**src/hw/rtl/fpsp_ram.sv**
```systemverilog
`default_nettype none
module fpsp_ram #(
  parameter int W = 8,
  parameter int D = 4
) (
  input  wire logic                 clk,
  input  wire logic                 we,
  input  wire logic [$clog2(D)-1:0] waddr,
  input  wire logic [W-1:0]         wdata,
  input  wire logic [$clog2(D)-1:0] raddr,
  output logic      [W-1:0]         rdata
);

  logic [W-1:0] mem [D];

  always_ff @(posedge clk) begin
    if (we) begin
      mem[waddr] <= wdata;
    end
    rdata <= mem[raddr];
  end

endmodule
`default_nettype wire

```
**config.mk**
```make
export PLATFORM = sky130hd
export DESIGN_NAME = fpsp_ram
export DESIGN_NICKNAME = d
export VERILOG_FILES = /design/src/hw/rtl/fpsp_ram.sv
export SDC_FILE = /design/constraint.sdc
export NUM_CORES = 1
export LEC_CHECK = 0
export ABC_AREA = 1
export BUFFER_PORTS_ARGS = -buffer_cell sky130_fd_sc_hd__buf_2
export CAP_MARGIN = 20
export CELL_PAD_IN_SITES_DETAIL_PLACEMENT = 1
export CELL_PAD_IN_SITES_GLOBAL_PLACEMENT = 2
export CORE_MARGIN = 2
export CORE_UTILIZATION = 38
export CTS_CLUSTER_DIAMETER = 80
export DETAILED_ROUTE_END_ITERATION = 8
export GPL_TIMING_DRIVEN = 0
export PLACE_DENSITY_LB_ADDON = 0.15
export SYNTH_ARGS = -nofsm -noshare
export SYNTH_HDL_FRONTEND = slang
export SYNTH_SLANG_ARGS = --single-unit
```
**constraint.sdc**
```tcl
create_clock -name clk -period 1.8 [get_ports clk]
set_input_delay 0.18 -clock clk [delete_from_list [all_inputs] [get_ports clk]]
set_output_delay 0.18 -clock clk [all_outputs]
set_load 0.005 [all_outputs]
```
== After elaboration in Yosys (flattened, before gate mapping) ==
Memories as Yosys holds them, arrays and structs flattened. A register that Yosys moved wholly into a read port is not among the register bits.
Cells that the tools add are included.

* Register bits: 0
* Memory bits (writable): 32
* Word-level logic and storage cells: 3
* Memories: 1

* Mux-type cells: 2

{| class="wikitable"
|+ Memories
! name !! words !! width !! rd ports !! clocked after memory_dff !! wr ports !! line !! text
|-
| mem || 4 || 8 || 1 || 1 || 1 || 14 || <nowiki>logic [W-1:0] mem [D];</nowiki>
|}

{| class="wikitable"
|+ Operators with widths
! operator !! number
|-
| 1-bit two-way mux || 2
|}

== Longest topological paths before layout ==
Gate-level depths: netlist of run 1.

* Depth in word-level cells: 2
* Mapped depth: 6
* Depth with buffers taken out: 4

== Least setup slack after synthesis of run 1 ==
Ideal clock, no wire load.

* Path kind: input-to-reg
* Start point: in waddr[0]
* End point: mem mem[3][0], enable pin
* Library setup time: 383 ps
* Arrival time: 860 ps
* Required time: 1417 ps
* Path slack: 557 ps
* Stages: 2
* Cells stage by stage: inv_1 nor3_1

{| class="wikitable"
|+ RTL lines
! element !! line !! text
|-
| from (decl) || 8 || <nowiki>input wire logic [$clog2(D)-1:0] waddr,</nowiki>
|-
| to (decl) || 14 ||
|}

Straight into the memory's write port.

== Worst setup path in the final report of run 1 ==
* Start point: in waddr[0]
* End point: mem mem[1][0], enable pin

Straight into the memory's write port.

==> results of run 1 <==
[power breakdown]
| part | switching, W | total, W | internal [W] |
|---|---|---|---|
| Sequential | 0.0000111 | 0.00106 | 0.00105 |
| Clock | 0.000290 | 0.000601 | 0.000311 |
| Combinational | 0.0000831 | 0.000135 | 0.0000522 |
[worst reg2reg max path, stage by stage, from the launching register on]
cell,delay [ns]
edfxtp_1,0.38
inv_1,0.07
nand2_1,0.05
nand3_1,0.09
nand2_1,0.06
[sequential cells by signal, summed over array words and instances, names as in the netlist]
name,cells
rdata,8
mem,32
[layout make-up]
type                            count  share of cell area
Sequential cell                    40               0.616
Multi-Input combinational cell     60               0.138
Inverter                           37              0.0777
Timing Repair Buffer               23              0.0633
Clock buffer                        7              0.0475
Tap cell                           50              0.0344
Buffer                              4              0.0193
Clock inverter                      1             0.00413
[metrics by stage]
step	util	power, W	TNS, ns	instances	worst slack [ns]
after floorplan	-	0.00116	0	141	0.557
after global placement	0.429	0.00121	-0.00689	210	-0.00127
after detailed placement	0.434	0.00122	0	214	0.258
after CTS	0.458	0.00182	0	222	0.561
after global routing	0.458	0.00189	0	222	0.513
final	0.458	0.00180	0	222	0.612
[metal layers]
layer	routed length, um	vias up	share of wire
li1	-	495	-
met1	1230	467	0.41
met2	1600	20	0.53
met3	89	8	0.030
met4	76	0	0.025
met5	0	-	0
[cells by family after synthesis]
group,synth area share
buf+inv,0.114
simple gates,0.162
flops,0.724
[cell usage in the layout, fill, tap and decap left out]
master      instances
nand2_1            40
inv_1              36
edfxtp_1           32
buf_2              24
nand3_1            16
dfxtp_1             8
clkbuf_8            6
nor3_1              4
buf_6               2
inv_4               1
buf_4               1
clkinvlp_4          1
clkbuf_1            1
[how the worst max path moves through the flow]
stage	from	end	cells past startpoint
after floorplan	waddr[0]	mem[3][0]$_DFFE_PP_	2
after detailed placement	waddr[0]	mem[1][3]$_DFFE_PP_	4
final	waddr[0]	mem[1][0]$_DFFE_PP_	4
after CTS	waddr[0]	mem[1][5]$_DFFE_PP_	4
after global placement	waddr[0]	mem[1][1]$_DFFE_PP_	3
after global routing	waddr[0]	mem[1][5]$_DFFE_PP_	4
==> metrics, run 1 <==
status=completed; fin crit period=1.19 ns; final setup violation count=0; post-synthesis cell type count=10; Worst R2R Start=mem[3][5]$_DFFE_PP_; initial antenna violation count=0; cts repair resizes=0; CP max FO=5; H-tree Lvls=2; clk sinks=40; ys flop type=edfxtp_1; Yosys warning total=0; worst-skew pair later-pin latency=0.28 ns; leakage=0.859 nW; largest stage delay on the critical path=0.53 ns; final worst-path cycle share=0.660; core region area=3970 um2; #FFs+latches synth=40; leading cell types by count after synthesis=nand2_1 (40), inv_1 (36), edfxtp_1 (32); most frequent CP cell=buf_2; pin slew with the least headroom to its limit=0.630 ns; initial core utilization=0.390; hold path cells=1; R2R setup slack=1.06 ns; Post-Syn Area=1550 um2; met3 usage=0.0362; Die Width=67.8 um; global-route wire length before repair=4840 um; hold path startpoint=wdata[6]; Worst Hold End=mem[0][6]$_DFFE_PP_; CTS tree=built; post-place instance area=1730 um2; Avg Cell Area, Syn=11.0 um2; area occupied by multi-input gates=250 um2; CTS Buf Count=5; Initial DRC Count=25; die area=4600 um2; clock slew at reported path FFs=0.07 ns; family with the most delay on the worst path=simple AND/OR/NAND/NOR gates; antenna-violating nets left=0; Mapped Nets=155; worst-case clock skew=0.00752 ns; Syn Inst Count=141; Slew Limit Fails=0; most frequent cell after synthesis=nand2_1; vias in the first global route=1053; relative slew slack=0.577; Yosys top cell by area=edfxtp_1; r2r endpoint=rdata[5]$_DFF_P_; RSZ-0062 raised after global routing=no; Max Freq=0.842 GHz; critical path class=input port to flip-flop; pin count of the biggest net entering global routing=13; Fillers=458; clk buf depth=2; wire per inst=13.5 um; ANT cells=0; die height=67.8 um; CP max-delay cell=nor3_1; total gr overflow=0; Post-DP HPWL=2200 um; First-pass DRT Iterations=4; final hold vios=0; total wire length=3000 um; power density over cell area=989 nW/um2; final net count=185; Post CTS Setup Buffer Count=0; layout cells sized above 1=0.203; CP Cell Sequence=buf_2, inv_1, nor3_1, buf_2; Most Crowded Layer GR=met2; ranking of synthesized cells by area=edfxtp_1 (62%), dfxtp_1 (10%), nand2_1 (9.7%); Seq/Total Area, Yosys=0.724; IO Port Bufs=19; # DRC=0; vias=990; post-route cell area=1820 um2; Synth-to-Final Area Change=17.5%; FP Rows=23; hold-fix buffers at CTS=0; crit start category=input port; HP Class=input port to flip-flop; number of synthesized flops with an enable pin=32; Synth top area share=0.621; gp weighted congestion=0.682; max cap viols=0; path depth of the worst reg2reg path=4; # IOs=22; worst vdd ir=0.554 mV; Critical path buffers and inverters=3; CTS root buf=clkbuf_8; Required @ worst endpoint=1.79 ns; crit path DAT=1.17 ns; M1 GR Usage=0.163; Critical Path Sink Type=flip-flop; met2 Track Usage GR=0.281; global-route usage over all layers=0.154; Post-synth ARST share=0; vias per std cell=4.46; Hold WS=0.112 ns; Reg area=1120 um2
Power figures use the tool's default switching activity.
==> inputs of run 2 (changes only) <==
Settings changed: CORE_UTILIZATION 38 to 36.
Clock period 1.8 ns to 1.1 ns, I/O delays scaled along.
==> metrics, run 2 (synthesis gave the netlist of run 1 again) <==
most frequent cells in the layout=nand2_1 (40), inv_1 (36), edfxtp_1 (32), buf_2 (21), nand3_1 (16); CP max FO=8 (+3); Post CTS Setup Buffer Count=0 (unchanged); final worst-path cycle share=0.936; HP Class=input port to flip-flop; Required @ worst endpoint=1.01 ns (-0.78 ns); r2r endpoint=rdata[2]$_DFF_P_; CP max-delay cell=nor3_2; worst-case clock skew=0.00812 ns (+0.000604 ns); total gr overflow=0 (unchanged); crit path DAT=0.94 ns (-0.23 ns); Synth-to-Final Area Change=18.2%; initial core utilization=0.381 (-0.00829); final net count=183 (-1.1%); TNS Setup=0 ns (unchanged); sw frac=0.223 (+0.00961); clk buf depth=2 (unchanged); layout cells sized above 1=0.218 (+0.0142); Top reg by flops=mem; clock slew at reported path FFs=0.08 ns (about the same); IO Port Bufs=19 (unchanged); # IOs=22 (unchanged); worst vdd ir=0.888 mV (+60%); Worst Hold End=mem[3][6]$_DFFE_PP_; Post-DP HPWL=2140 um (-2.6%); crit start category=input port; ANT cells=0 (unchanged); Hold WS=0.0313 ns (-0.0812 ns); Worst R2R Start=mem[3][2]$_DFFE_PP_; internal power=0.00225 W (+59%); hold path cells=1 (unchanged); power density over cell area=1580 nW/um2 (+60%); hold path startpoint=wdata[6]; critical path class=input port to flip-flop; CP Cell Sequence=buf_2, inv_1, nor3_2; Cell Count Post-Placement=212 (-0.93%); fin cells=220 (-0.90%); part of the power in registers=0.601 (+0.010); Slew Limit Fails=0 (unchanged); final setup violation count=0 (unchanged); worst-skew pair later-pin latency=0.28 ns (about the same); largest stage delay on the critical path=0.63 ns (+0.10 ns); H-tree Lvls=2 (unchanged); vias per std cell=4.48 (+0.50%); CTS tree=built; Die Width=69.6 um (+2.6%); Initial DRC Count=45 (+80%); path depth of the worst reg2reg path=4 (unchanged); relative slew slack=0.488 (-0.0888); most common cell after layout, fill and taps aside=nand2_1; max FFs per register=32 (unchanged); R2R setup slack=0.36 ns (-0.70 ns); biggest regs=mem x32, rdata x8; final hold vios=0 (unchanged); combinational share of power=0.079 (+0.004); wire per inst=13.6 um (+0.94%); total wire length=3000 um (about the same); die area=4840 um2 (+5.2%); global-route usage over all layers=0.138 (-0.0160); antenna-violating nets left=0 (unchanged); Psw=0.000646 W (+68%); Critical Path Sink Type=flip-flop; max cap viols=0 (unchanged); die height=69.6 um (+2.6%); Fillers=460 (+0.44%); Reg area=1120 um2 (unchanged); fin crit period=1.03 ns; clk sinks=40 (unchanged); leakage=0.851 nW (-0.84%); initial antenna violation count=0 (unchanged); Max Freq=0.971 GHz; vias=986 (-0.40%); pin count of the biggest net entering global routing=14 (+1); area occupied by multi-input gates=277 um2 (+10%); pin slew with the least headroom to its limit=0.763 ns (+0.134 ns); gp weighted congestion=0.607 (-11%); RSZ-0062 raised after global routing=no; First-pass DRT Iterations=4 (unchanged); # DRC=0 (unchanged); core region area=4060 um2 (+2.2%); CTS root buf=clkbuf_8; vias in the first global route=1017 (-3.4%); global-route wire length before repair=4850 um (+0.14%); clock power share=0.320 (-0.014); CTS Buf Count=5 (unchanged); status=completed; FP Rows=23 (unchanged)
-- run 2: per-stage QoR --
stage | worst slack [ns] | util | total power (W) | area, um2
floorplan | -0.0678 | - | 0.00190 | 1560
global placement | -0.695 | 0.423 | 0.00199 | 1720
detailed placement | -0.495 | 0.426 | 0.00201 | 1730
CTS | 0.0346 | 0.449 | 0.00293 | 1820
global route | 0.0160 | 0.451 | 0.00305 | 1830
finish | 0.0704 | 0.451 | 0.00290 | 1830
-- run 2: critical path, delay by kind of cell --
family | cells | cell delay (ns)
buffers and inverters | 2 | 0.20
AND/OR/NAND/NOR | 1 | 0.63
-- run 2: worst max-delay path by stage --
stage	from	endpoint	slack, ns	cells after the start
final	waddr[0]	mem[1][7]$_DFFE_PP_	0.07	3
after global routing	waddr[0]	mem[1][7]$_DFFE_PP_	0.02	3
after CTS	waddr[0]	mem[3][7]$_DFFE_PP_	0.03	3
after detailed placement	waddr[1]	mem[2][5]$_DFFE_PP_	-0.49	4
after global placement	waddr[1]	mem[2][7]$_DFFE_PP_	-0.70	3
after floorplan	waddr[1]	mem[2][0]$_DFFE_PP_	-0.07	2
-- run 2: what timing repair did --
item / CTS / global route
gates resized for setup: 2 / 1
hold buffers: 0 / 0
setup endpoints to repair: 11 / 3
pin swaps: 0 / 0
gates cloned: 0 / 0
-- run 2: cell type report --
| type | instances | area share |
|---|---|---|
| Buffer | 4 | 0.0192 |
| Clock inverter | 2 | 0.00684 |
| Clock buffer | 6 | 0.0397 |
| Sequential cell | 40 | 0.613 |
| Multi-Input combinational cell | 60 | 0.151 |
| Inverter | 37 | 0.0773 |
| Timing Repair Buffer | 21 | 0.0588 |
| Tap cell | 50 | 0.0342 |
-- run 2: power groups by stage --
stage	logic [W]	clock network, W	registers, W
floorplan	0.000119	0	0.00178
global placement	0.000215	0	0.00177
detailed placement	0.000230	0	0.00178
CTS	0.000233	0.000956	0.00174
global route	0.000259	0.00104	0.00175
finish	0.000228	0.000928	0.00174
-- run 2: per-layer routing --
| metal | part of all wire | track usage | vias up |
|---|---|---|---|
| met3 | 0.046 | 0.0538 | 5 |
| met1 | 0.42 | 0.155 | 465 |
| met4 | 0.011 | 0.0392 | 0 |
| li1 | - | - | 495 |
| met5 | 0 | 0 | - |
| met2 | 0.53 | 0.241 | 21 |
