$ cat config.mk
export PLATFORM = sky130hd
export DESIGN_NAME = fpsp_fifo
export DESIGN_NICKNAME = d
export VERILOG_FILES = /design/src/hw/rtl/fpsp_fifo.sv
export SDC_FILE = /design/constraint.sdc
export NUM_CORES = 1
export LEC_CHECK = 0
export BUFFER_PORTS_ARGS = -buffer_cell sky130_fd_sc_hd__buf_2
export CAP_MARGIN = 30
export CORE_UTILIZATION = 35
export DETAILED_ROUTE_END_ITERATION = 16
export PLACE_DENSITY = 0.67
export SYNTH_ARGS = -nofsm -noshare
export SYNTH_HDL_FRONTEND = slang
export SYNTH_SLANG_ARGS = --single-unit
$ cat constraint.sdc
create_clock -name clk -period 2.8 [get_ports clk]
set_clock_uncertainty 0.05 [all_clocks]
set_input_delay 0.14 -clock clk [delete_from_list [all_inputs] [get_ports clk]]
set_output_delay 0.14 -clock clk [all_outputs]
set_load 0.005 [all_outputs]
$ cat src/hw/rtl/fpsp_fifo.sv
`default_nettype none
module fpsp_fifo #(
  parameter int W = 8
) (
  input  wire logic         clk,
  input  wire logic         rst,
  input  wire logic         push,
  input  wire logic [W-1:0] wdata,
  output logic              full,
  input  wire logic         pop,
  output logic      [W-1:0] rdata,
  output logic              empty
);

  logic [W-1:0] slot [2];
  logic         wp;
  logic         rp;
  logic [1:0]   cnt;
  logic         do_push;
  logic         do_pop;

  assign full    = (cnt == 2'd2);
  assign empty   = (cnt == 2'd0);
  assign do_push = push && !full;
  assign do_pop  = pop && !empty;
  assign rdata   = slot[rp];

  always_ff @(posedge clk) begin
    if (rst) begin
      wp  <= 1'b0;
      rp  <= 1'b0;
      cnt <= 2'd0;
    end else begin
      if (do_push) begin
        wp <= ~wp;
      end
      if (do_pop) begin
        rp <= ~rp;
      end
      cnt <= cnt + {1'b0, do_push} - {1'b0, do_pop};
    end
  end

  always_ff @(posedge clk) begin
    if (do_push) begin
      slot[wp] <= wdata;
    end
  end

endmodule
`default_nettype wire

# Word-level counts from Yosys, hierarchy flattened

Memory sizes are Yosys's and may differ from the RTL's. A register that Yosys moved wholly into a read port is not among the register bits.
Index checks and enable logic that the tools add are counted.

Flip-flop bits (word level): 4
Latch bits: 0
RAM bits: 16
ROM bits: 0
Input port bits: 12
Output and inout bits: 10
Logic and storage cells: 18
Memories: 1

Add/sub/neg operators: 2
$mul: 0
Divide/modulo/power cells: 0
Magnitude comparators: 0
Equal/unequal tests: 1
Shift operators: 0
Muxes and demuxes: 4
Bitwise gates (word level): 2
Reductions and logical operators: 5

Memories:

| name | depth | bits a word | rd ports | clocked after memory_dff | write ports | RTL line | RTL |
|---|---|---|---|---|---|---|---|
| slot | 2     | 8           | 1        | 1                        | 1           | 15       | `logic [W-1:0] slot [2];` |

Operators with widths:

| operator           | count |
|---|---|
| $mux 1             | 4 |
| $add 2x1->2        | 1 |
| $eq 2x2->1 const B | 1 |
| $logic_and 1x1->1  | 2 |
| $logic_not 1->1    | 2 |
| $logic_not 2->1    | 1 |
| $not 1->1          | 2 |
| $sub 2x1->2        | 1 |

# Longest topological paths before layout

Gate-level depths: netlist of run 1.

Depth in word-level cells: 5
Mapped depth: 8
Depth with buffers taken out: 8

# Worst setup path after synthesis of run 1

OpenSTA, ideal clock, no wires.

Path type: register to register
From: reg cnt[1]
To: reg cnt[1]
Library setup time: 0.078 ns
Arrival time: 1.396 ns
Required time: 2.672 ns
Path slack: 1.276 ns
Stages on the path, launching flop included: 8
Buffers on the path: 0
Period minus slack after synthesis: 1.524 ns
Cell sequence: dfxtp_1 -> o21a_2 -> ha_1 -> inv_1 -> ha_1 -> xor2_1 -> and2_1 -> nor3_1

Elaborated cells between the ends (all ways): 8
Classes of those cells: add/sub: 2; eq/ne: 1; reduce/logical: 5

RTL lines:

| item                   | RTL line | RTL |
|---|---|---|
| start, declared        | 18       | `logic [1:0] cnt;` |
| start signal, assigned | 40       | `cnt <= cnt + {1'b0, do_push} - {1'b0, do_pop};` |
| $logic_not 2->1        | 23       | `assign empty = (cnt == 2'd0);` |
| $logic_not 1->1        | 25       | `assign do_pop = pop && !empty;` |
| $logic_and 1x1->1      | 25       |  |
| via do_pop             | 20       | `logic do_pop;` |
| $sub 2x1->2            | 40       |  |

The timed path passes the listed nets, and every way through them passes these cells.
A chain may end at the register's enable or synchronous reset.

# Worst setup path after layout of run 1

Same ends and word-level chain as after synthesis.

==> run metrics, run 1 <==
flop and latch count out of synthesis 21; Clock power frac 16.8%; root buf cell clkbuf_4; CP Capture Type register; Die H 50.13 um; P&R area growth vs syn 29.94%; detailed placement HPWL 870.3 um; Layout Nets 99; setup_tns 0 ps; First-pass DRT Iterations 3; cell taking the most area after synthesis edfxtp_1; die area 2513 sq um; Rows 17; H-tree Lvls 1; Placeable Area 2191 sq um; Worst Path Max Fanout 5; hold_sp rst; area share of the largest cell type after synthesis 59.26%; Non-Filler Instances 112; setup bufs post-CTS 0; Final Max Slew Viols 0; Worst EP arrival 1820 ps; Vias 493; share of cells above drive strength 1 38.10%; WL/cell 11.14 um; WHS Path Cells 2; commonest non-fill, non-tap cells in the layout 21 x buf_2, 16 x edfxtp_1, 8 x dlygate4sd3_1, 5 x mux2_1, 5 x dfxtp_1; startpoint types register; Antenna diodes 0; LEAKAGE 0.4388 nW; GRT Overall Usage 10.56%; Sw Share 28.47%; Worst-path clk slew 110 ps; Ports 22; fmax 607.3 MHz; hold_buf cts 8; CTS tree yes; status complete, no violations; vias in the first global route 471; CP Data Required Time 2980 ps; worst hold margin 18.63 ps; final hold vios 0; Peak VDD IR 0.0006450 V; final period utilization 58.80%; main area contributors after synthesis edfxtp_1 59%, dfxtp_1 12%, mux2_1 6.9%, mux2_2 4.2%, ha_1 3.1%; 1st-iter DRT viols 5; R2R cell count 7; internal power 0.0005890 W; switching component of the power 0.0002344 W; syn nets 66; die width 50.13 um; IO Port Bufs 21; Final min period 1646 ps; CTS Buffer Depth 2; register area share after synthesis 71.60%; worst-path cell chain o21a_2 -> ha_1 -> inv_1 -> ha_1 -> xor2_1 -> and2_1 -> nor3_1; CP max stage cell dfxtp_1; critical path class register to register; pin count of the biggest net entering global routing 13; Initial Util 37.01%; sequential share of power 54.1%; initial antenna violation count 0; worst reg2reg path startpoint cnt[1]; mean cell area of the mapped netlist 15.59 sq um; RD Place Congestion 0.6609; crit-path most repeated cell ha_1; number of max-cap violations 0; Syn. warnings 0; # DRC 0; Crit path largest cell delay 370 ps; R2R setup slack 1150 ps; WL final 1248 um; antenna-violating nets left 0; Placed Cells 100; commonest non-fill, non-tap cell in the layout buf_2; worst skew pair latency 290 ps; Sink Count 21; first-pass GRT wire length 1959 um; cells after synthesis 52; Yosys cell types 21; actual slew at the worst max-slew pin 372.9 ps; class of the worst hold path input port to register; crit path launch cnt[1]; slew margin rel. 75.11%; Vias per Instance 4.402; RSZ-0062 raised after global routing false; Finish-stage setup viols 0; Post-Syn Area 810.8 sq um; CTS Buf Count 3; GRT overflow 0; Cell Pwr Density 781.6 nW/um^2; PostCTS Resize Cnt 0; Gate power share 29.1%
==> metal layers <==
layer / track usage (%) / wire length, um
met5: 0 / 0
met2: 20.00 / 599
met4: 1.429 / 0
met1: 10.76 / 563
met3: 4.545 / 85
==> sequential cells by signal, indices dropped and copies added, names as in the netlist, named ones only <==
signal	flops
cnt	2
rp	1
slot	16
wp	1
==> Yosys cell counts <==
cell,n
nand2_1,1
o21a_2,1
inv_2,1
mux2_2,3
and3_2,1
nor2b_1,1
buf_2,1
dfxtp_1,5
mux2_1,5
nor2_1,4
nand2b_2,1
xnor2_1,1
o21ai_0,1
a21oi_1,1
nor3_1,1
or3_1,1
edfxtp_1,16
inv_1,3
xor2_1,1
ha_1,2
and2_1,1
==> cell type report <==
class / instances / area, sq um
fillers: 199 / 1137
repair buffers: 29 / 185.2
clock buffers: 3 / 22.52
multi-input cells: 26 / 210.2
clock inverters: 1 / 5.005
well taps: 28 / 35.03
inverters: 4 / 15.01
flip-flops and latches: 21 / 580.6
==> power by group through the flow <==
stage	Sequential [W]	Combinational (W)	Clock, W
floorplan	0.000429	0.000167	0
global placement	0.000449	0.000225	0
global route	0.000452	0.000270	0.000158
detailed placement	0.000453	0.000230	0
finish	0.000445	0.000240	0.000138
CTS	0.000447	0.000246	0.000146
==> path summary, 6_finish.rpt <==
kind	endpoint
worst min-delay path	wp
worst max register to register	cnt[1]
worst max-delay path	cnt[1]
worst min register to register	wp
==> critical path, delay by kind of cell (launching register included) <==
kind                     cells  cell delay, ps
flip-flops                   1             370
buffers and inverters        1              40
AND/OR/NAND/NOR              2             270
XOR/XNOR                     1             150
adder cells (fa/ha/maj)      2             460
AO/OA/AOI/OAI                1             240
==> through the flow <==
stage | total power (W) | area, sq um | setup slack [ps] | util, %
after floorplan | 0.0005953 | 810.8 | 1276 | -
after global placement | 0.0006745 | 945.9 | 1236 | 43.18
after detailed placement | 0.0006829 | 945.9 | 1184 | 43.18
after CTS | 0.0008381 | 1054 | 1139 | 48.09
after global routing | 0.0008805 | 1054 | 1100 | 48.09
final | 0.0008234 | 1054 | 1154 | 48.09
==> cell families (layout without fill, tap and decap cells) <==
kind of cell	after synthesis	in the layout	synth area share, %
AO/OA/AOI/OAI	3	3	2.314
XOR/XNOR	2	2	2.161
adder cells (fa/ha/maj)	2	2	3.086
AND/OR/NAND/NOR	11	11	7.254
flip-flops	21	21	71.61
buffers and inverters	5	37	2.468
multiplexers	8	8	11.11
(Power assumes the default switching activity.)
==> run 2: changes to the inputs <==
- clock period: 2.8 -> 1.6 ns (I/O delays scaled with it)
==> run 2 against run 1 <==
Utilization rose by 4.4 points. Critical path depth did not move. Wire length rose by 7.1%. Non-clock buffer count rose by 4. Global-route usage rose by 0.60 points. Via count rose by 4.7%. Hold slack improved by 110 ps. Sequential cell count did not move. Worst setup slack got worse by 1100 ps. Critical endpoint unchanged. Largest cell class unchanged.
==> run metrics, run 2 (synthesis gave the netlist of run 1 again) <==
Ports 22; Vias 516; initial antenna violation count 0; commonest non-fill, non-tap cell in the layout buf_2; 1st-iter DRT viols 10; worst skew pair latency 280 ps; CTS tree yes; GRT overflow 0; Peak VDD IR 0.0007971 V; RD Place Congestion 0.6604; R2R setup slack 50 ps; Top reg by flops slot; final period utilization 96.99%; CTS Buf Count 3; number of max-cap violations 0; area of the multi-input gates 254.0 sq um; biggest regs slot (16), cnt (2); hold_sp push; slew margin rel. 74.97%; die width 50.13 um; Layout Nets 103; worst hold margin 125.8 ps; status complete, no violations; vias in the first global route 486; max FFs per register 16; detailed placement HPWL 906.7 um; pin count of the biggest net entering global routing 13; Placed Area 965.9 sq um; Util after Layout 52.48%; root buf cell clkbuf_4; fmax 644.4 MHz; CP Capture Type register; R2R cell count 7; Vias per Instance 4.448; Seq. cell area 588.1 sq um; LEAKAGE 0.4663 nW; critical path class register to register; actual slew at the worst max-slew pin 374.9 ps; first-pass GRT wire length 2076 um; Final min period 1552 ps; die area 2513 sq um; Antenna diodes 0; Reg2Reg Capture Point cnt[1]; Placeable Area 2191 sq um; Final Max Slew Viols 0; commonest non-fill, non-tap cells in the layout 21 x buf_2, 16 x edfxtp_1, 9 x dlygate4sd3_1, 5 x mux2_1, 4 x nor2_1; Worst-path clk slew 110 ps; fillers 195; CP Data Required Time 1740 ps; First-pass DRT Iterations 4; Tot Pwr 0.001599 W; WL final 1336 um; Finish-stage setup viols 0; share of cells above drive strength 1 50.00%; Sink Count 21; Initial Util 37.01%; P&R area growth vs syn 41.82%; H-tree Lvls 1; worst reg2reg path startpoint cnt[0]; Worst Path Max Fanout 3; Rows 17; # DRC 0; final hold vios 0; setup_tns 0 ps; CTS Buffer Depth 2; Die H 50.13 um; WHS Endpoint wp; Final Instance Area 1150 sq um; antenna-violating nets left 0; Cell Pwr Density 1390 nW/um^2; class of the worst hold path input port to register; WHS Path Cells 4; Worst EP arrival 1690 ps; WL/cell 11.52 um; startpoint types register; GRT Overall Usage 11.16%; IO Port Bufs 21
[run 2: power breakdown]
group	leakage, nW	internal, W	switching (W)
Clock	0.0177	0.0000927	0.000143
Sequential	0.192	0.000718	0.0000846
Combinational	0.257	0.000331	0.000230
Total	0.466	0.00114	0.000458
[run 2: metrics by stage]
step,cells,setup slack [ps]
global route,116,-15.83
CTS,115,1.879
finish,116,48.21
global placement,101,36.30
detailed placement,101,-26.00
floorplan,52,76.38
[run 2: how the worst max path moves through the flow]
stage / from / end / slack [ps] / depth (start not counted)
after floorplan: cnt[1] / cnt[1] / 80 / 7
after global routing: cnt[0] / cnt[1] / -20 / 8
after CTS: cnt[1] / cnt[1] / 2 / 7
after detailed placement: cnt[0] / cnt[1] / -30 / 8
final: cnt[0] / cnt[1] / 50 / 7
after global placement: cnt[1] / cnt[1] / 40 / 7
[run 2: critical path: stages (launching register included)]
cell and delay [ps]:
dfxtp_4 370, o21a_4 230, ha_4 260, inv_2 30, ha_2 170, xor2_2 160
and2_4 170, nor3_2 30
[run 2: what timing repair did]
| action | CTS | global route |
|---|---|---|
| hold buffers | 9 | 0 |
| endpoints found under the setup margin | 1 | 1 |
| resized for setup | 9 | 4 |
| pin swaps | 2 | 2 |
| endpoints found under the hold margin | 21 | 0 |
| setup buffers | 1 | 1 |
[run 2: layout make-up]
class	count	share of cell area, %
Clock buffer	3	1.959
Timing Repair Buffer	33	20.02
Inverter	4	1.306
Multi-Input combinational cell	26	22.09
Sequential cell	21	51.14
Tap cell	28	3.047
Clock inverter	1	0.4353
[run 2: metal layers]
| layer | share of wire, % | vias up | GRT usage, % |
|---|---|---|---|
| met4 | 0 | 0 | 2.857 |
| met3 | 5.5 | 0 | 3.030 |
| met5 | 0 | - | 0 |
| li1 | - | 256 | - |
| met1 | 43 | 242 | 12.18 |
| met2 | 51 | 18 | 20.89 |
