<file path="src/hw/rtl/fpsp_pkg.sv">
`default_nettype none
package fpsp_pkg;

  // width of every coordinate field on the ports
  localparam int OUT_BITS = 24;
  // scratch width for widening coordinates before a part-select
  localparam int EXT_BITS = 56;
  // at most this many path points leave per run
  localparam int RES_LIMIT = 64;
  localparam int RES_CNT_BITS = 7;

  typedef enum logic [3:0] {
    ST_IDLE,
    ST_START,
    ST_FETCH,
    ST_LOAD,
    ST_AREA,
    ST_WAIT,
    ST_DECIDE,
    ST_LOOP,
    ST_GOAL
  } walk_state_t;

  // which funnel test is in flight
  typedef enum logic [1:0] {
    CK_R1,
    CK_R2,
    CK_L1,
    CK_L2
  } check_t;

  typedef struct packed {
    logic neg;
    logic zero;
  } area_res_t;

endpackage
`default_nettype wire

</file>
<file path="src/hw/rtl/fpsp_front.sv">
`default_nettype none
module fpsp_front #(
  parameter int MAX_PORTALS = 32,
  parameter int CB          = 24
) (
  input  wire logic                                clk,
  input  wire logic                                rst,
  input  wire logic                                push,
  output logic                                     full,
  input  wire logic signed [23:0]                  left_x,
  input  wire logic signed [23:0]                  left_y,
  input  wire logic signed [23:0]                  left_z,
  input  wire logic signed [23:0]                  right_x,
  input  wire logic signed [23:0]                  right_y,
  input  wire logic signed [23:0]                  right_z,
  input  wire logic                                last_portal,
  input  wire logic                                run_busy,
  output logic                                     wr_en,
  output logic [$clog2(MAX_PORTALS)-1:0]           wr_addr,
  output logic [3*CB-1:0]                          wr_left,
  output logic [3*CB-1:0]                          wr_right,
  output logic                                     desc_push,
  output logic [$clog2(MAX_PORTALS+1)-1:0]         desc_cnt,
  output logic                                     desc_ovf,
  output logic [3*CB-1:0]                          desc_start,
  output logic [3*CB-1:0]                          desc_goal
);

  localparam int AW  = $clog2(MAX_PORTALS);
  localparam int CW  = $clog2(MAX_PORTALS + 1);
  localparam int EXT = fpsp_pkg::EXT_BITS;
  localparam int PAD = EXT - fpsp_pkg::OUT_BITS;

  logic [EXT-1:0]  lx_e;
  logic [EXT-1:0]  ly_e;
  logic [EXT-1:0]  lz_e;
  logic [EXT-1:0]  rx_e;
  logic [EXT-1:0]  ry_e;
  logic [EXT-1:0]  rz_e;
  logic [3*CB-1:0] lcoords;
  logic [3*CB-1:0] start;
  logic [AW-1:0]   pc;
  logic            ovf;
  logic            accept;
  logic            drop;

  // fields are taken as zero-extended then cut to the coordinate width
  assign lx_e = {{PAD{1'b0}}, left_x};
  assign ly_e = {{PAD{1'b0}}, left_y};
  assign lz_e = {{PAD{1'b0}}, left_z};
  assign rx_e = {{PAD{1'b0}}, right_x};
  assign ry_e = {{PAD{1'b0}}, right_y};
  assign rz_e = {{PAD{1'b0}}, right_z};

  assign lcoords  = {lz_e[CB-1:0], ly_e[CB-1:0], lx_e[CB-1:0]};
  assign wr_left  = lcoords;
  assign wr_right = {rz_e[CB-1:0], ry_e[CB-1:0], rx_e[CB-1:0]};

  assign full    = run_busy;
  assign accept  = push && !full;
  assign drop    = accept && !last_portal && (pc == AW'(MAX_PORTALS - 1));
  assign wr_en   = accept && !drop;
  assign wr_addr = pc;

  assign desc_push  = accept && last_portal;
  assign desc_cnt   = CW'(pc) + CW'(1);
  assign desc_ovf   = ovf;
  assign desc_start = (pc == '0) ? lcoords : start;
  assign desc_goal  = lcoords;

  always_ff @(posedge clk) begin
    if (rst) begin
      pc  <= '0;
      ovf <= 1'b0;
    end else if (accept) begin
      if (last_portal) begin
        pc  <= '0;
        ovf <= 1'b0;
      end else if (drop) begin
        ovf <= 1'b1;
      end else begin
        pc <= pc + AW'(1);
      end
    end
  end

  always_ff @(posedge clk) begin
    if (wr_en && (pc == '0)) begin
      start <= lcoords;
    end
  end

endmodule
`default_nettype wire

</file>
<file path="config.mk">
export PLATFORM = sky130hd
export DESIGN_NAME = fpsp_front
export DESIGN_NICKNAME = d
export VERILOG_FILES = /design/src/hw/rtl/fpsp_pkg.sv /design/src/hw/rtl/fpsp_front.sv
export SDC_FILE = /design/constraint.sdc
export NUM_CORES = 1
export LEC_CHECK = 0
export ABC_AREA = 0
export BUFFER_PORTS_ARGS = -buffer_cell sky130_fd_sc_hd__buf_2
export CORE_AREA = 8 8 169 171
export DETAILED_ROUTE_END_ITERATION = 6
export DIE_AREA = 0 0 177 179
export PLACE_DENSITY = 0.5
export SYNTH_ARGS = -nofsm -noshare
export SYNTH_HDL_FRONTEND = slang
export SYNTH_SLANG_ARGS = --single-unit
</file>
<file path="constraint.sdc">
create_clock -name clk -period 3.3 [get_ports clk]
set_clock_uncertainty 0.05 [all_clocks]
set_input_delay 0.165 -clock clk [delete_from_list [all_inputs] [get_ports clk]]
set_output_delay 0.165 -clock clk [all_outputs]
set_load 0.02 [all_outputs]
</file>
### Word-level counts from Yosys, hierarchy flattened

Index checks and enable logic that the tools add are counted.

| operators by class | value |
|---|---|
| multiplexer cells | 5 |
| $add $sub $neg | 2 |
| reductions and logical operators | 13 |
| eq/ne operators | 2 |

Operators with widths:

| operator | number |
|---|---|
| 72-bit 2-to-1 mux | 1 |
| 5-bit 2-to-1 mux | 2 |
| 5-bit by 1-bit adder with 6-bit output (second input constant) | 1 |
| 1-bit logical AND | 6 |
| 5-bit by 1-bit adder with 5-bit output (second input constant) | 1 |
| 5-bit == test (second input constant) | 1 |
| 5-bit logical NOT | 1 |
| 2-bit AND reduction | 2 |
| 1-bit logical NOT | 3 |
| 1-bit 2-to-1 mux | 2 |
| 2-bit inequality test (second input constant) | 1 |
| 2-bit nonzero test | 1 |

| storage, ports and cells | value |
|---|---|
| register bits | 78 |
| word-level logic and storage cells | 25 |

### Longest topological paths before layout

Gate-level depths: netlist (run 1).

| logic depth | value |
|---|---|
| depth in word-level cells | 7 |
| depth in mapped cells | 6 |
| depth with buffers taken out | 6 |

### Worst setup path after synthesis (run 1)

Ideal clock, no wire load.

| path | value |
|---|---|
| kind | register to register |
| start point | register pc[0] (netlist: wr_addr[0]) |
| end point | register start[0], enable pin |
| library setup time | 438 ps |
| period minus slack after synthesis | 3860 ps |
| setup slack | -560 ps |
| path buffers | 0 |
| stages on the path, launching flop included | 7 |
| required time | 2812 ps |
| arrival time | 3372 ps |
| cell sequence | dfxtp_1 > ha_1 > and3_2 > ha_1 > nor2b_1 > nor2_1 > and2_1 |

| between the ends | value |
|---|---|
| longest elaborated chain between the ends | 5 |
| elaborated cells between the ends (all ways) | 6 |

Ends and longest elaborated chain:

| what | line | text |
|---|---|---|
| from (decl) | fpsp_front.sv:42 | `logic [AW-1:0] pc;` |
| from (signal assigned) | fpsp_front.sv:82 | `pc <= pc + AW'(1);` |
| 5-bit == test | fpsp_front.sv:61 | `assign drop = accept && !last_portal && (pc == AW'(MAX_PORTALS - 1));` |
| 1-bit logical AND | fpsp_front.sv:61 |  |
| 1-bit logical NOT | fpsp_front.sv:62 | `assign wr_en = accept && !drop;` |
| 1-bit logical AND | fpsp_front.sv:62 |  |
| named net wr_en | fpsp_front.sv:18 | `output logic wr_en,` |
| 1-bit logical AND | fpsp_front.sv:88 | `if (wr_en && (pc == '0)) begin` |
| to (signal assigned) | fpsp_front.sv:89 | `start <= lcoords;` |
| to (decl) | fpsp_front.sv:41 | `logic [3*CB-1:0] start;` |

The timed path passes the listed nets, and every way through them passes these cells.
A chain may end at the register's enable or synchronous reset.

### Worst setup path after layout (run 1)

| path | value |
|---|---|
| start point | register pc[0] (netlist: wr_addr[0]) |
| end point | output port desc_start[0] |

| between the ends | value |
|---|---|
| longest elaborated chain between the ends | 2 |

Ends and longest elaborated chain:

| what | line | text |
|---|---|---|
| 5-bit logical NOT | fpsp_front.sv:68 | `assign desc_start = (pc == '0) ? lcoords : start;` |
| 72-bit 2-to-1 mux | fpsp_front.sv:68 |  |
| to (decl) | fpsp_front.sv:25 | `output logic [3*CB-1:0] desc_start,` |

Every way passes these cells.

==> results.md, run 1 <==
* Final Instance Area at approximately 6500 um^2
* Post-Syn Instances at between 400 and 500
* Max H-tree Level at 3
* Least-Margin Pin Slew at 639.8 ps
* Seq cells post-synth at just under 80
* CTS sink cnt at between 70 and 80
* Share of layout cells above drive strength 1 at 70.28%
* Vias after detailed routing at ~3,200
* Worst VDD drop at roughly 0.00016 V
* Final wirelength at 13,680 um
* Top-area cell type share of the netlist area at 40.22%
* RSZ-0062 raised after global routing: no
* Worst setup SP type: register
* WP data arrival at 2220 ps
* Synth warn at 0
* Number of vias per cell at 3.569
* Final min period at 2431 ps
* Die area at 31,680 um^2
* Seq/Total Area, Yosys at 42.46%
* Worst Slack Setup Final at 869.4 ps
* Largest cells by area after synthesis: edfxtp_1, buf_4, mux2_4, buf_12, dfxtp_1
* GRT Util Overall at between 7 and 8%
* Post-placement cell count at 832
* Initial DRC Count at 94
* Remaining global-route overflow at 0
* Hold Slack at 16.39 ps
* Fmax at 411.4 MHz
* Slew Viols, Final at 0
* Std-Cell Rows at 59
* Hold Violations, Final at 0
* PD cells at between 400 and 500 nW/um^2
* DRC at 0
* Leading post-synthesis cells by instance count: buf_4, edfxtp_1, mux2_4
* Die width at 177 um
* Delay-heaviest family, CP: buffers and inverters
* Layout area overhead at 21.16%
* Crit share post-route at 73.65%
* Initial antenna violation count at 0
* Core area at 25,760 um^2
* Clk Latency, worst-skew pair at 330 ps
* Placed cell area at 5629 um^2
* Largest net degree at the start of global routing at 46
* Sequential cell area at 2282 um^2
* Critical path type: register to primary output
* I/O Buffers at approximately 310
* Initial Utilization at between 20% and 30%
* Post-DP HPWL at 10,170 um
* CTS tree: yes
* Yosys cell types at 24
* Place WS at approximately 900 ps
* R2R Setup Slk at 900 ps
* Final antenna diode count at 0
* Min-Delay Path Class: input pin to register
* Max-slew headroom at the worst pin at 57.23%
* Die height at approximately 180 um
* First-pass DRT Iterations at 4
* Synthesized Nets at 563
* Final nets at 719
* Cell with the most instances after synthesis: buf_4
* Setup_tns at 0 ps
* Ys flop type: edfxtp_1
* CTS Buffer Depth at 2
* WL/cell at 15.08 um
* Clk slew on worst S/H paths at ~60 ps
* Lkg Pwr at 0.003138 uW
* Buf/Inv on CP at 3
* CP Max Fanout at 44
* Synthesized area at 5375 um^2
* Setup Buffers After CTS at 0
* Routed Antenna Nets at 0
* CP max stage delay at 370 ps
* Post-synth top area cell: edfxtp_1
* IO Pins at approximately 450
* Multi-input logic area at approximately 1300 um^2
* GP Congestion at 0.7024
* Post-route insts no fill at 907
* Worst Setup End Kind: primary output
* Setup Viol. Count Final at 0
* Synth async-reset ratio at 0%
* Fill cells at between 2,000 and 3,000
* Status: complete, no violations
* Vias in the first global route at 3,428
* Clk Tree Root Cell: clkbuf_16
* First-pass GRT wire length at 19,510 um
* Critical path required time at 3080 ps
* Syn Area/Cell at 13.08 um^2
* # Max-Cap Violations at 0
* EDFF count, synth at 72
* Crit-path slowest cell: mux2_2
* CTS Buf Count at 9
* Critical-path cell list: inv_1, ha_1, nor4b_4, buf_12, mux2_2, buf_2
==> routing by layer <==
layer  up-vias  track usage, %  part of all wire (%)
met4         0           3.187                   1.7
li1       1503               -                     -
met2       187           13.69                    51
met5         -               0                     0
met1      1510           7.883                    35
met3        37           4.170                    13
==> sequential cells by signal, indices dropped and copies added, names as in the netlist <==
register and flops:
start 72, wr_addr 5, desc_ovf 1
==> through the flow <==
stage / total power, uW / utilization [%]
after floorplan: 1821 / -
after global placement: 1824 / 21.85
after detailed placement: 1826 / 21.85
after CTS: 2907 / 25.28
after global routing: 2977 / 25.28
final: 2840 / 25.28
==> layout by cell type (no fill, tap or decap), drive strengths merged <==
cell type	count
buf	311
edfxtp	72
mux2	72
dlygate4sd3	59
clkbuf	11
a21oi	6
dfxtp	6
nand2	4
o21ai	3
ha	3
and3	3
clkinv	3
inv	2
nand2b	2
nor2b	2
a311oi	2
nor4b	2
and2	2
nand3	1
xnor2	1
xor2	1
nor2	1
nor3	1
clkinvlp	1
bufinv	1
==> power by group <==
group          switching (uW)  total, uW  internal [uW]
Sequential               9.96       1140           1130
Clock                     407        995            588
Combinational             406        706            301
Total                     822       2840           2020
==> final cells by class <==
cell class | count | area share (%)
clock buffer | 11 | 3.573
clock inverter | 5 | 0.9222
sequential | 78 | 35.04
inverter | 2 | 0.1153
tap | 335 | 6.436
timing repair buffer | 370 | 33.70
multi-input combinational | 106 | 20.21
==> logic make-up (layout without fill, tap and decap cells) <==
family / after synthesis / after routing / share of synthesized area (%)
compound gates: 11 / 11 / 1.164
simple gates: 18 / 18 / 2.188
xor+xnor: 2 / 2 / 0.3259
flops: 78 / 78 / 42.46
mux: 72 / 72 / 19.90
buf+inv: 227 / 388 / 33.26
fa+ha+maj: 3 / 3 / 0.6984
==> worst reg2reg max path: stages, from the launching register on <==
cell and delay [ps]:
dfxtp_1 350, ha_1 260, and3_2 220, ha_1 210, nor2b_1 170, nor2_1 220
and2_4 210, buf_4 350
==> worst paths after layout <==
kind / startpoint / cells after the start / to
worst max-delay path: wr_addr[0] / 6 / desc_start[0]
worst min-delay path: left_y[18] / 1 / start[42]
worst max register to register: wr_addr[0] / 7 / start[9]
worst min register to register: desc_ovf / 2 / desc_ovf
==> what timing repair did <==
action | 4_1_cts | 5_1_grt
hold endpoints to repair | 59 | 0
gates resized for setup | 0 | 0
hold buffers | 59 | 0
Power figures use the tool's default switching activity.
==> run 2: changes to the inputs <==
- clock period: 3.3 -> 2.1 ns (I/O delays scaled with it)
==> results.md, run 2 (synthesis gave the netlist of run 1 again) <==
* Status: finished with violations
* Failing checks: negative setup slack
* CTS Buffer Depth at 2
* Terminus of the critical flop-to-flop path: start[54]
* Hold_sp: last_portal
* Busiest grt layer: met2
* R2R Setup Slk at -10 ps
* I/O Buffers at between 300 and 400
* Hold Violations, Final at 0
* Fill cells at approximately 2,600
* Grt met1 use at 8.989%
* Crit share post-route at 106.0%
* PD cells at ~630 nW/um^2
* Worst reg2reg startpoint: wr_addr[0]
* Least-Margin Pin Slew at 319.4 ps
* Vias in the first global route at 3,733
* CP Max Fanout at 7
* Final antenna diode count at 0
* Die area at roughly 32,000 um^2
* CTS sink cnt at 78
* GRT Util Overall at 8.860%
* Final nets at between 700 and 800
* Clk Latency, worst-skew pair at 340 ps
* Post-DP HPWL at 10,950 um
* GRT met2 Usage at around 15%
* RSZ-0062 raised after global routing: yes
* Max H-tree Level at 3
* WL/cell at 17.13 um
* Critical path required time at approximately 2000 ps
* Largest net degree at the start of global routing at 35
* GP Congestion at a little over 0.7
* First-pass DRT Iterations at 4
* Min-Delay Path Class: input pin to register
* IO Pins at about 450
* DRC at 0
* Initial DRC Count at 102
* Worst Slack Setup Final at -125.3 ps
* Min-Delay Endpoint: desc_ovf
* Reg2reg path depth at 9
* WP data arrival at 2070 ps
* Critical path type: register to primary output
* Clk Tree Root Cell: clkbuf_16
* Initial antenna violation count at 0
* Core area at 25,760 um^2
* Hold Path Depth at 3
* CTS tree: yes
* Setup Viol. Count Final at 72
* Worst VDD drop at 0.0002564 V
* Top reg by flops: start
* Max reg flops at 72
* Final min period at 2225 ps
* Lkg Pwr at 0.003681 uW
* Die height at 179 um
* Routed Antenna Nets at 0
* Max-slew headroom at the worst pin at 78.68%
* Setup_tns at -5035 ps
* Clk slew on worst S/H paths at 60 ps
* Most common library cell in the layout ignoring fill and taps: buf_2
* Std-Cell Rows at 59
* First-pass GRT wire length at 21,760 um
* Final wirelength at 16,420 um
* Vias after detailed routing at 3,534
* GR Layer Usage met3 at 4.318%
* Layout area overhead at 45.30%
* Number of vias per cell at 3.685
* Die width at 177 um
* Slew Viols, Final at 0
* # Max-Cap Violations at 0
* Worst setup SP type: register
* Share of layout cells above drive strength 1 at 72.12%
* Place WS at 128.8 ps
* Remaining global-route overflow at 0
* CTS Buf Count at 9
* Worst Setup End Kind: primary output
* Most frequent cells in the layout: buf_2, buf_6, dlygate4sd3_1
* Initial Utilization at between 20% and 30%
* Fmax at roughly 450 MHz
## run 2: changes by cell type in the layout (fill, tap and decap cells not counted), moves of 5 or more
cell	before	now
buf_2	307	239
buf_4	1	6
buf_6	0	79
buf_8	0	8
clkbuf_16	9	17
dlygate4sd3_1	59	73
## run 2: routing by layer
metal  wire [um]  share of wire, %  vias up
met3        1748                11       50
li1            -                 -     1612
met1        5873                36     1661
met4         404               2.5        0
met5           0                 0        -
met2        8395                51      211
## run 2: what timing repair did
action,in CTS,in global routing
resized for setup,85,92
hold endpoints to repair,78,0
hold buffers,73,0
buffers inserted,9,6
cloned,2,12
pin swaps,1,1
setup endpoints to repair,72,144
## run 2: per-stage QoR
stage          hold slack [ps]  utilization [%]  instances  total power [uW]  instance area [um^2]
3_5_place_dp             160.1            22.48        843              2896                  5792
6_report                 95.29            30.31        959              4938                  7810
4_1_cts                  68.88            28.11        943              4884                  7243
2_1_floorplan            114.4                -        411              2862                  5441
3_3_place_gp             160.1            22.48        843              2892                  5792
5_1_grt                  111.2            30.31        959              5156                  7810
## run 2: cell type report
type	count	area [um^2]	share of cell area (%)
Timing Repair Buffer	422	3385	43.34
Clock inverter	6	92.59	1.186
Sequential cell	78	2290	29.32
Tap cell	335	419.2	5.367
Clock buffer	10	229.0	2.932
Multi-Input combinational cell	106	1384	17.72
Inverter	2	11.26	0.1442
## run 2: how the worst max path moves through the flow
stage                           to       start
detailed placement       start[34]  wr_addr[0]
global route        desc_start[26]  wr_addr[0]
global placement         start[41]  wr_addr[0]
floorplan                 start[0]  wr_addr[0]
CTS                 desc_start[31]  wr_addr[1]
finish              desc_start[26]  wr_addr[0]
## run 2: report_power, final
group	switching, uW	internal [uW]	leakage (uW)	total (uW)
Sequential	17.0	1770	0.000723	1790
Combinational	714	722	0.00281	1440
Clock	662	1050	0.000150	1710
## run 2: critical path, cell delays in order (launching register included)
cell,delay (ps)
dfxtp_4,350
clkinvlp_4,80
ha_4,110
nor4b_4,220
buf_6,170
clkbuf_16,190
clkbuf_16,170
mux2_4,300
buf_6,130
==> run 3: changes to the inputs <==
- CELL_PAD_IN_SITES_DETAIL_PLACEMENT: default -> 1
- CELL_PAD_IN_SITES_GLOBAL_PLACEMENT: default -> 1
- CORE_AREA: 8 8 169 171 -> 8 8 170 172
- DIE_AREA: 0 0 177 179 -> 0 0 178 180
- MAX_ROUTING_LAYER: default -> met4
- PLACE_DENSITY: 0.5 -> 0.65
==> results.md, run 3 (synthesis gave the netlist of run 1 again) <==
* Terminus of the critical flop-to-flop path: start[45]
* Fmax at 454.9 MHz
* Max H-tree Level at 3
* Place WS at 122.2 ps
* IO Pins at approximately 450
* R2R Setup Slk at -40 ps
* Final antenna diode count at 0
* Worst setup SP type: register
* Final min period at 2198 ps
* Layout area overhead at 44.58%
* Setup Viol. Count Final at 115
* PD cells at 648.7 nW/um^2
* Max reg flops at 72
* Routed Antenna Nets at 0
* Min-Delay Path Class: input pin to register
* First-pass DRT Iterations at 4
* Number of vias per cell at 3.729
* Worst VDD drop at 0.0002786 V
* Placed cell area at roughly 5800 um^2
* RSZ-0062 raised after global routing: yes
* Worst Setup SP: wr_addr[0]
* Worst Slack Setup Final at -98.36 ps
* Crit share post-route at 104.7%
* CTS Buffer Depth at 2
* CTS sink cnt at 78
* Hold Violations, Final at 0
* Die area at 32,040 um^2
* CTS tree: yes
* Slew Viols, Final at 0
* CTS Buf Count at 9
* Clk Tree Root Cell: clkbuf_16
* Vias after detailed routing at 3,587
* Worst Setup End Kind: primary output
* Largest net degree at the start of global routing at 43
* Most common library cell in the layout ignoring fill and taps: buf_2
* Clk Latency, worst-skew pair at approximately 340 ps
* Post-DP HPWL at 11,650 um
* Top reg by flops: start
* GRT Util Overall at between 10 and 15%
* Critical path type: register to primary output
* GP Congestion at 0.7123
* Clk slew on worst S/H paths at 70 ps
* Lkg Pwr at 0.003663 uW
* Status: finished with violations
* DRC at 0
* Share of layout cells above drive strength 1 at 72.14%
* Initial Utilization at 20.40%
* Initial antenna violation count at 0
* Initial DRC Count at 75
* WL/cell at 18.31 um
* Worst reg2reg startpoint: wr_addr[0]
* Max-slew headroom at the worst pin at between 70 and 80%
* I/O Buffers at 307
* Final nets at 769
* Reg2reg path depth at 9
* Remaining global-route overflow at 0
* First-pass GRT wire length at 23,940 um
* Most frequent cells in the layout: buf_2, mux2_4, dlygate4sd3_1, edfxtp_1, buf_6
* Die width at 178 um
* Final Instance Area at about 8000 um^2
* Failing checks: negative setup slack
* WP data arrival at slightly above 2000 ps
* # Max-Cap Violations at 0
* Final wirelength at 17,620 um
* Least-Margin Pin Slew at 343.8 ps
* Critical path required time at 1950 ps
* Die height at 180 um
* Std-Cell Rows at 60
* Worst setup endpoint: desc_start[26]
* CP Max Fanout at 8
* Core area at 26,350 um^2
* Power, Total at 5041 uW
* Vias in the first global route at a little under 4,000
[run 3: worst min-delay path by stage]
stage / startpoint / cells after the start / slack (ps) / end
after floorplan: rst / 1 / 110 / wr_addr[0]
final: left_x[0] / 1 / 40 / start[0]
after global routing: last_portal / 3 / 70 / desc_ovf
after detailed placement: right_x[17] / 0 / 160 / wr_right[17]
after global placement: right_x[17] / 0 / 160 / wr_right[17]
after CTS: left_x[0] / 1 / 50 / start[0]
[run 3: per-stage QoR]
stage               utilization, %  cells  TNS (ps)  hold slack, ps
finish                       29.49    962     -5351           44.02
global route                 29.49    962    -18370           72.11
CTS                          28.30    949     -7860           47.59
detailed placement           21.90    847         0           160.1
global placement             21.90    847         0           160.1
floorplan                        -    411    -11910           114.4
[run 3: what timing repair did]
action | in CTS | in global routing
hold buffers | 72 | 0
resized for setup | 130 | 31
gates cloned | 5 | 8
hold endpoints to repair | 77 | 0
setup buffers | 12 | 6
pin swaps | 2 | 0
endpoints found under the setup margin | 68 | 144
[run 3: metal layers]
| metal | share of wire, % | up-vias | GRT usage [%] |
|---|---|---|---|
| met4 | 2.8 | 0 | 4.770 |
| met3 | 9.6 | 41 | 3.709 |
| li1 | - | 1606 | - |
| met1 | 35 | 1715 | 9.550 |
| met2 | 52 | 225 | 17.74 |
| met5 | 0 | - | - |
[run 3: final cells by class]
type | instances | area, um^2
clock buffer | 10 | 229.0
clock inverter | 5 | 107.6
fill | 2889 | 18580
inverter | 2 | 11.26
multi-input combinational | 106 | 1384
sequential | 78 | 2290
tap | 341 | 426.7
timing repair buffer | 420 | 3323
[run 3: critical path, stage by stage (launching register included)]
cell and delay, ps:
dfxtp_4 350, clkinvlp_4 80, ha_4 110, nor4b_4 220, buf_4 170, buf_12 150, buf_6 160, mux2_4 300
buf_2 160
[run 3: power breakdown]
group	internal, uW	switching [uW]
Clock	1160	654
Sequential	1770	18.0
Combinational	709	724
Total	3640	1400
